==> config.mk <==
export PLATFORM = sky130hd
export DESIGN_NAME = half_float_scale_clamp_core
export DESIGN_NICKNAME = d
export VERILOG_FILES = /design/src/hfsc_pkg.sv /design/src/hfsc_unpack.sv /design/src/hfsc_mul.sv /design/src/hfsc_round.sv /design/src/hfsc_pack.sv /design/src/half_float_scale_clamp_core.sv
export SDC_FILE = /design/constraint.sdc
export NUM_CORES = 1
export LEC_CHECK = 0
export BUFFER_PORTS_ARGS = -buffer_cell sky130_fd_sc_hd__buf_2
export CAP_MARGIN = 0
export CORE_ASPECT_RATIO = 1.5
export CORE_UTILIZATION = 46
export DETAILED_ROUTE_END_ITERATION = 6
export PLACE_DENSITY = 0.74
export SYNTH_ARGS = -nofsm -noshare
export SYNTH_HDL_FRONTEND = slang
export SYNTH_SLANG_ARGS = --single-unit
==> constraint.sdc <==
create_clock -name clock -period 6.7 [get_ports clock]
set_clock_uncertainty 0.15 [all_clocks]
set_input_delay 0.335 -clock clock [delete_from_list [all_inputs] [get_ports clock]]
set_output_delay 0.335 -clock clock [all_outputs]
set_load 0.03 [all_outputs]
==> src/hfsc_pkg.sv <==
// Shared types and constants for the half-float scale and clamp pipeline.
package hfsc_pkg;

   localparam logic [30:0] SCALE_RESET = 31'd1053410813;
   localparam logic [15:0] HALF_POS_ZERO = 16'h0000;
   localparam logic [15:0] HALF_NEG_ZERO = 16'h8000;
   localparam logic [15:0] HALF_POS_INF = 16'h7C00;
   localparam logic [15:0] HALF_NEG_INF = 16'hFC00;
   localparam logic [4:0] HALF_EXP_MAX = 5'h1F;
   localparam logic [7:0] SGL_EXP_MAX = 8'hFF;
   localparam logic [7:0] EXP_REBIAS = 8'd112;
   localparam logic signed [9:0] SGL_BIAS = 10'sd127;
   localparam logic signed [9:0] HALF_REBIAS = 10'sd112;

   // Stage 1: unpacked operands, or a result already settled by the operand classes.
   typedef struct packed {
      logic special;
      logic [15:0] spec_val;
      logic neg;
      logic [10:0] sig_x;
      logic [23:0] sig_s;
      logic signed [9:0] exp_sum;
   } unp_type;

   // Stage 2: raw significand product.
   typedef struct packed {
      logic special;
      logic [15:0] spec_val;
      logic neg;
      logic [34:0] prod;
      logic signed [9:0] exp_sum;
   } mul_type;

   // Stage 3: product rounded to single precision.
   typedef struct packed {
      logic special;
      logic [15:0] spec_val;
      logic [23:0] mant;
      logic signed [9:0] exp_b;
   } rnd_type;

endpackage

==> src/hfsc_unpack.sv <==
// Stage 1: widens the half input, classifies both operands and settles special cases.
module hfsc_unpack (
   input  logic clock,
   input  logic reset,
   input  logic en,
   input  logic valid_in,
   input  logic [15:0] half_in,
   input  logic [30:0] scale,
   output logic valid_ff,
   output hfsc_pkg::unp_type data_ff
);
   import hfsc_pkg::*;

   unp_type data_in;
   logic sx, x_zero, x_inf, x_nan, s_zero, s_sub, s_inf, s_nan;
   logic [4:0] ehx;
   logic [9:0] mx;
   logic [7:0] es, ex;
   logic [22:0] ms;
   logic [3:0] msb;
   logic [4:0] msb_s;
   logic signed [9:0] es_eff;

   always_comb begin
      sx = half_in[15];
      ehx = half_in[14:10];
      mx = half_in[9:0];
      es = scale[30:23];
      ms = scale[22:0];
      x_zero = (ehx == 5'd0) && (mx == 10'd0);
      x_inf = (ehx == HALF_EXP_MAX) && (mx == 10'd0);
      x_nan = (ehx == HALF_EXP_MAX) && (mx != 10'd0);
      s_zero = (es == 8'd0) && (ms == 23'd0);
      s_sub = (es == 8'd0) && (ms != 23'd0);
      s_inf = (es == SGL_EXP_MAX) && (ms == 23'd0);
      s_nan = (es == SGL_EXP_MAX) && (ms != 23'd0);
      msb = 4'd0;
      for (int i = 0; i < 10; i++) begin
         if (mx[i]) begin
            msb = 4'(i);
         end
      end
      msb_s = 5'd0;
      for (int i = 0; i < 23; i++) begin
         if (ms[i]) begin
            msb_s = 5'(i);
         end
      end
      if (ehx == 5'd0) begin
         ex = 8'd103 + {4'd0, msb};
         data_in.sig_x = {1'b0, mx} << (4'd10 - msb);
      end else begin
         ex = {3'd0, ehx} + EXP_REBIAS;
         data_in.sig_x = {1'b1, mx};
      end
      // subnormal scale is normalized so the product keeps its exact exponent
      if (s_sub) begin
         es_eff = $signed({5'd0, msb_s}) - 10'sd22;
         data_in.sig_s = {1'b0, ms} << (5'd23 - msb_s);
      end else begin
         es_eff = $signed({2'b00, es});
         data_in.sig_s = {1'b1, ms};
      end
      data_in.exp_sum = $signed({2'b00, ex}) + es_eff - SGL_BIAS;
      data_in.neg = sx;
      data_in.special = 1'b1;
      if (x_nan || s_nan || (x_inf && s_zero) || (x_zero && s_inf)) begin
         data_in.spec_val = sx ? HALF_NEG_INF : HALF_POS_INF;
      end else if (x_inf || s_inf) begin
         data_in.spec_val = sx ? HALF_POS_ZERO : HALF_POS_INF;
      end else if (x_zero || s_zero) begin
         data_in.spec_val = sx ? HALF_NEG_ZERO : HALF_POS_ZERO;
      end else begin
         data_in.special = 1'b0;
         data_in.spec_val = HALF_POS_ZERO;
      end
   end

   always_ff @(posedge clock) begin
      if (reset) begin
         valid_ff <= 1'b0;
      end else if (en) begin
         valid_ff <= valid_in;
      end
   end

   always_ff @(posedge clock) begin
      if (en) begin
         data_ff <= data_in;
      end
   end

endmodule

==> src/hfsc_mul.sv <==
// Stage 2: 11 x 24 bit significand multiply.
module hfsc_mul (
   input  logic clock,
   input  logic reset,
   input  logic en,
   input  logic valid_in,
   input  hfsc_pkg::unp_type data_in,
   output logic valid_ff,
   output hfsc_pkg::mul_type data_ff
);
   import hfsc_pkg::*;

   mul_type next_in;

   always_comb begin
      next_in.special = data_in.special;
      next_in.spec_val = data_in.spec_val;
      next_in.neg = data_in.neg;
      next_in.prod = {24'd0, data_in.sig_x} * {11'd0, data_in.sig_s};
      next_in.exp_sum = data_in.exp_sum;
   end

   always_ff @(posedge clock) begin
      if (reset) begin
         valid_ff <= 1'b0;
      end else if (en) begin
         valid_ff <= valid_in;
      end
   end

   always_ff @(posedge clock) begin
      if (en) begin
         data_ff <= next_in;
      end
   end

endmodule

==> src/hfsc_round.sv <==
// Stage 3: normalizes the product, rounds to nearest even at 24 bits and clamps negative products to zero.
module hfsc_round (
   input  logic clock,
   input  logic reset,
   input  logic en,
   input  logic valid_in,
   input  hfsc_pkg::mul_type data_in,
   output logic valid_ff,
   output hfsc_pkg::rnd_type data_ff
);
   import hfsc_pkg::*;

   rnd_type next_in;
   logic [23:0] m;
   logic guard, sticky, rnd, tiny;
   logic [24:0] sum;
   logic signed [9:0] e;

   always_comb begin
      if (data_in.prod[34]) begin
         m = data_in.prod[34:11];
         guard = data_in.prod[10];
         sticky = |data_in.prod[9:0];
         e = data_in.exp_sum + 10'sd1;
      end else begin
         m = data_in.prod[33:10];
         guard = data_in.prod[9];
         sticky = |data_in.prod[8:0];
         e = data_in.exp_sum;
      end
      rnd = guard && (sticky || m[0]);
      sum = {1'b0, m} + {24'd0, rnd};
      // exact product at or below 2^-150 rounds to zero in single precision
      tiny = (e < -10'sd23) ||
             ((e == -10'sd23) && (m == 24'h800000) && !guard && !sticky);
      next_in.special = data_in.special;
      next_in.spec_val = data_in.spec_val;
      if (data_in.neg && !data_in.special) begin
         // negative product: -0 if it rounds to zero, otherwise clamped to +0
         next_in.special = 1'b1;
         next_in.spec_val = tiny ? HALF_NEG_ZERO : HALF_POS_ZERO;
      end
      if (sum[24]) begin
         next_in.mant = 24'h800000;
         next_in.exp_b = e + 10'sd1;
      end else begin
         next_in.mant = sum[23:0];
         next_in.exp_b = e;
      end
   end

   always_ff @(posedge clock) begin
      if (reset) begin
         valid_ff <= 1'b0;
      end else if (en) begin
         valid_ff <= valid_in;
      end
   end

   always_ff @(posedge clock) begin
      if (en) begin
         data_ff <= next_in;
      end
   end

endmodule

==> src/hfsc_pack.sv <==
// Stage 4: truncating narrow to half precision, into the output register.
module hfsc_pack (
   input  logic clock,
   input  logic reset,
   input  logic en,
   input  logic valid_in,
   input  hfsc_pkg::rnd_type data_in,
   output logic valid_ff,
   output logic [15:0] half_ff
);
   import hfsc_pkg::*;

   logic [15:0] half_in;
   logic signed [9:0] eh;
   logic [4:0] sh;
   logic [23:0] shifted;

   always_comb begin
      eh = data_in.exp_b - HALF_REBIAS;
      sh = 5'(10'sd14 - eh);
      shifted = data_in.mant >> sh;
      if (data_in.special) begin
         half_in = data_in.spec_val;
      end else if (eh < -10'sd10) begin
         half_in = HALF_POS_ZERO;
      end else if (eh <= 10'sd0) begin
         half_in = {6'd0, shifted[9:0]};
      end else if (eh == 10'sd31) begin
         // exponent field all ones keeps its mantissa bits
         half_in = HALF_POS_INF | {6'd0, data_in.mant[22:13]};
      end else if (eh > 10'sd31) begin
         half_in = HALF_POS_INF;
      end else begin
         half_in = {1'b0, eh[4:0], data_in.mant[22:13]};
      end
   end

   always_ff @(posedge clock) begin
      if (reset) begin
         valid_ff <= 1'b0;
      end else if (en) begin
         valid_ff <= valid_in;
      end
   end

   always_ff @(posedge clock) begin
      if (en) begin
         half_ff <= half_in;
      end
   end

endmodule

==> src/half_float_scale_clamp_core.sv <==
// Each accepted req passes the unpack, multiply, round and pack stage registers in order to rsp_valid.
// Throughput: one item per cycle while rsp_ready is high; each stage moves on when it is empty or the next one moves.
// The 11 x 24 significand multiply sets the stage depth.
// Reset clears all stage valid bits and loads the scale register with 80/203.
module half_float_scale_clamp_core (
   input  logic clock,
   input  logic reset,
   input  logic req_valid,
   output logic req_ready,
   input  logic [15:0] req_component_in,
   output logic rsp_valid,
   input  logic rsp_ready,
   output logic [15:0] rsp_component_out,
   input  logic csr_wr_en,
   input  logic [30:0] csr_wr_data
);
   import hfsc_pkg::*;

   logic [30:0] scale_ff;
   logic v1, v2, v3;
   logic rdy1, rdy2, rdy3, rdy4;
   unp_type d1;
   mul_type d2;
   rnd_type d3;

   always_ff @(posedge clock) begin
      if (reset) begin
         scale_ff <= SCALE_RESET;
      end else if (csr_wr_en) begin
         scale_ff <= csr_wr_data;
      end
   end

   assign rdy4 = !rsp_valid || rsp_ready;
   assign rdy3 = !v3 || rdy4;
   assign rdy2 = !v2 || rdy3;
   assign rdy1 = !v1 || rdy2;
   assign req_ready = rdy1;

   hfsc_unpack u_unpack (
      .clock(clock), .reset(reset), .en(rdy1), .valid_in(req_valid),
      .half_in(req_component_in), .scale(scale_ff), .valid_ff(v1), .data_ff(d1)
   );

   hfsc_mul u_mul (
      .clock(clock), .reset(reset), .en(rdy2), .valid_in(v1),
      .data_in(d1), .valid_ff(v2), .data_ff(d2)
   );

   hfsc_round u_round (
      .clock(clock), .reset(reset), .en(rdy3), .valid_in(v2),
      .data_in(d2), .valid_ff(v3), .data_ff(d3)
   );

   hfsc_pack u_pack (
      .clock(clock), .reset(reset), .en(rdy4), .valid_in(v3),
      .data_in(d3), .valid_ff(rsp_valid), .half_ff(rsp_component_out)
   );

endmodule

After elaboration in Yosys (flattened, before gate mapping). Index checks and enable logic that the tools add are counted.

Add/sub/neg operators: 12. Multipliers: 1. $lt $le $gt $ge: 4. Equality and inequality tests: 5. Shifts and indexed selects: 3. Multiplexer cells: 54. Reduce and logical (&&, ||, !) cells: 41.

Operators by type and width (count): $mux W16 (11); $mux W10 (4); $mux W4 (10); $mul A11 B24 Y35 (1); $mux W5 (7); $mux W15 (2); $add A24 B1 Y25 (1); $eq A24 B24 Y1 const B (1); $mux W24 (1); $mux W3 (8); $shl A23 B5 Y24 (1); $shr A24 B5 Y10 (1); $logic_not A23 Y1 (1); $mux W23 (1); $reduce_bool A23 Y1 (1); $add A10 B2 Y10 const B (2); $eq A10 B6 Y1 const B (2); $sub A10 B8 Y10 const B (2); $logic_and A1 B1 Y1 (14); $logic_or A1 B1 Y1 (11); $shl A10 B4 Y11 (1); $add A9 B10 Y10 (1); $gt A10 B6 Y1 const B (1); $le A10 B1 Y1 const B (1); 20 further kinds (34).

Bits in registers: 228. Input port bits: 52. Output and inout bits: 18.

Longest topological paths before layout.
Word-level depth: 26. Mapped depth: 22.

By module. A second synthesis with hierarchy kept.

Cells, all modules: 2331. Area, all modules: 21903.5 µm².

Modules (own cells, without submodules): hfsc_mul (times used 1, cells an instance 1071, area each 10298.6 µm²); hfsc_unpack (times used 1, cells an instance 554, area each 4703.3 µm²); hfsc_round (times used 1, cells an instance 350, area each 3598.5 µm²); hfsc_pack (times used 1, cells an instance 250, area each 2130.8 µm²); half_float_scale_clamp_core (times used 1, cells an instance 106, area each 1172.4 µm²).

Worst setup path before layout. Ideal clock, no wire load.

Path type: register to register. From: register u_unpack.data_ff[36] in the netlist's numbering. To: register u_mul.data_ff[41] in the netlist's numbering (data pin). Data arrival time: 5.706 ns. Slack: 0.580 ns. Cell stages (with the launch flop): 23. Path buffers: 1. Clock period less this slack: 6.120 ns. Cell sequence: edfxtp_1 > clkbuf_1 > nand2_1 > fa_1 > inv_1 > fa_1 > inv_1 > fa_1 > inv_1 > fa_1 > inv_1 > fa_1 > inv_1 > ha_1 > or4_1 > o211a_1 > o21a_1 > a2111oi_2 > o31ai_1 > a41oi_1 > nand2b_1 > a221oi_1 > xnor2_1.

RTL lines: start, declared (RTL line hfsc_unpack.sv:10) `output hfsc_pkg::unp_type data_ff`; start signal, assigned (RTL line hfsc_unpack.sv:89) `data_ff <= data_in;`; end signal, assigned (RTL line hfsc_mul.sv:33) `data_ff <= next_in;`; end, declared (RTL line hfsc_mul.sv:9) `output hfsc_pkg::mul_type data_ff`.

==> run metrics <==
status=finished clean; Post-Syn Nets=2446; adder-cell share of the synthesized area=26.9%; area grow syn2layout=9.63%; GP Congestion=0.979; Critical Path AT=6360 ps; Critical Path RT=6760 ps; FMAX=159 MHz; Port Buffers=69; clock sinks=186; via count=15200; crit path cell chain=and2_1, fa_1, fa_1, inv_1, fa_1, inv_1, fa_1, inv_1, fa_1, inv_1, ha_1, or4_1, o211a_1, o21a_1, a2111oi_4, o31ai_1, a41oi_2, nand2b_1, a221oi_1, xnor2_1; final hold viol count=0; number of global-route vias before repair=15600; diode count=0; number of max-cap violations=0; wire per inst=18.1 um; EDFF count, synth=151; simple-gate share of the synthesized area=17.6%; full die area=43400 um2; drt via density=5.59; # setup viols final=0; initial drt markers=890; count of pins over their slew limit=0; CP max-delay cell=fa_1; Slew @ Worst Pin=995 ps; Critical Path End Type=flip-flop; commonest non-fill, non-tap cell in the layout=nand2_1; WL final=49300 um; Horiz. Die Dim=170 um; kind of start point of the critical path=flip-flop; mux cell area share after synthesis=7.05%; Final Power=0.0112 W; num rows=92; crit-path most repeated cell=fa_1; compound-gate portion of the synthesized area=11.3%; Clk Tree Root Cell=clkbuf_16; register area share after synthesis=26.7%; ratio of cells with drive above 1 in the final layout=9.28%; synthesized cell area=19600 um2; CTS Buffer Depth=2; Clock H-tree levels=4; largest net degree at the start of global routing=51; first-pass GRT wire length=79400 um; Worst-Skew Late Latency=460 ps; WS Path Type=flip-flop to flip-flop; minimum clock period=6300 ps; I/O pins=70; initial antenna violation count=0; Synth warnings=0; grt total ovfl=0; combinational family with the most area after synthesis=adder cells; starting density of the core=46.6%; power density cells=520 nW/um2; NumNets Final=2497; Die Y=255 um; post-synth cell types=85; CTS Buf Count=17; Main synth FF type=edfxtp_1; DR DRC count=0; Rel. slew slack=32.9%; crit share post-route=94.1%; post-synthesis xor/xnor area fraction=4.07%; #FFs+latches synth=186; post-synthesis async set-or-reset flop share=0%; Mapped Cells=2091; DPL Wire Length=39700 um; Max stage delay on crit path=550 ps; DRT Pass-1 Iters=6; CTS tree=done; most frequent cells in the layout=nand2_1, inv_1, fa_1; Syn Area/Cell=9.37 um2; maximum vdd ir drop=0.436 mV; Max FO, Critical Path=11; RSZ-0062 raised after global routing=false; Setup TNS Final=0 ps; Clock transition at path regs=80 ps; HP Class=input port to flip-flop; core area=42000 um2; Leak=9.46 nW; antenna-violating nets left=0; Total GRT Usage=23.7%
-- layer usage --
layer | track usage, % | vias to the layer above | wire length [um]
met5 | 0 | - | 0
met3 | 2.47 | 123 | 2010
met2 | 47.0 | 465 | 27800
li1 | - | 7170 | -
met1 | 24.1 | 7431 | 17200
met4 | 12.1 | 0 | 2300
-- power breakdown --
| part | internal (W) | leakage [nW] | switching (W) |
|---|---|---|---|
| clock | 0.000506 | 0.288 | 0.000511 |
| combinational | 0.00346 | 7.27 | 0.00440 |
| sequential | 0.00196 | 1.91 | 0.000333 |
-- final timing paths --
kind / end / depth (start not counted) / slack [ps] / from
hold reg to reg: u_mul.data_ff[4] / 0 / 270 / u_unpack.data_ff[4]
hold / removal: u_pack.valid_ff / 4 / 50 / rsp_ready
setup / recovery: u_mul.data_ff[41] / 20 / 400 / u_unpack.data_ff[40]
setup reg to reg: u_mul.data_ff[41] / 20 / 400 / u_unpack.data_ff[40]
-- timing repair --
item	4_1_cts	5_1_grt
setup buffers	0	2
hold buffers	33	0
endpoints found under the setup margin	0	1
resized for setup	0	2
endpoints found under the hold margin	33	0
-- flip-flops by register name, indices dropped and copies added (netlist names) --
signal and cells:
u_mul.valid_ff 1, u_pack.valid_ff 1, u_round.valid_ff 1, u_mul.data_ff 49, u_unpack.data_ff 49, u_pack.half_ff 16
u_unpack.valid_ff 1, scale_ff 31, u_round.data_ff 37
-- cell families (layout without fill, tap and decap cells) --
logic type                 after synthesis  after routing
xor gates and xnor gates                91             91
adders and majority gates              303            303
buffers and inverters                  322            386
and+or+nand+nor                        738            738
muxes                                  114            114
DFF                                    186            186
AOI/OAI and AO/OA                      337            337
-- cell type report --
| cell class | count | area [um2] |
|---|---|---|
| Sequential cell | 186 | 5240 |
| Inverter | 205 | 769 |
| Multi-Input combinational cell | 1583 | 13100 |
| Timing Repair Buffer | 149 | 1030 |
| Clock inverter | 14 | 174 |
| Clock buffer | 18 | 429 |
| Fill cell | 3787 | 20500 |
| Tap cell | 564 | 706 |
-- worst max-delay path, delay by kind of cell (launching register included) --
family          cells  cell delay (ps)
flops               1              540
buf+inv             4              220
fa+ha+maj           6             2620
simple gates        3              900
compound gates      6             1510
xor+xnor            1              110
-- synth_stat cells, drive strengths merged (22+ instances only) --
master,n,area (um2)
nor3,27,135
clkbuf,95,357
nand2,323,1210
and2,112,701
mux2i,76,761
edfxtp,151,4530
mux2,22,248
dfxtp,35,701
fa,198,3960
xnor2,56,490
nor2,135,523
buf,22,118
o21ai,71,355
nand3,32,160
a21oi,98,502
a211oi,23,173
inv,203,762
ha,105,1310
xor2,35,307
-- metrics by stage --
stage               area [um2]  utilization, %  hold WS, ps  worst slack [ps]  cells
detailed placement       20500            48.8          255               199   2652
CTS                      21400            51.0         33.8               157   2717
finish                   21500            51.1         54.2               396   2719
global placement         20500            48.8          257               401   2652
floorplan                19600               -          250               580   2091
global route             21500            51.1         96.9               116   2719
No activity file was read; power rests on OpenSTA's default activity.
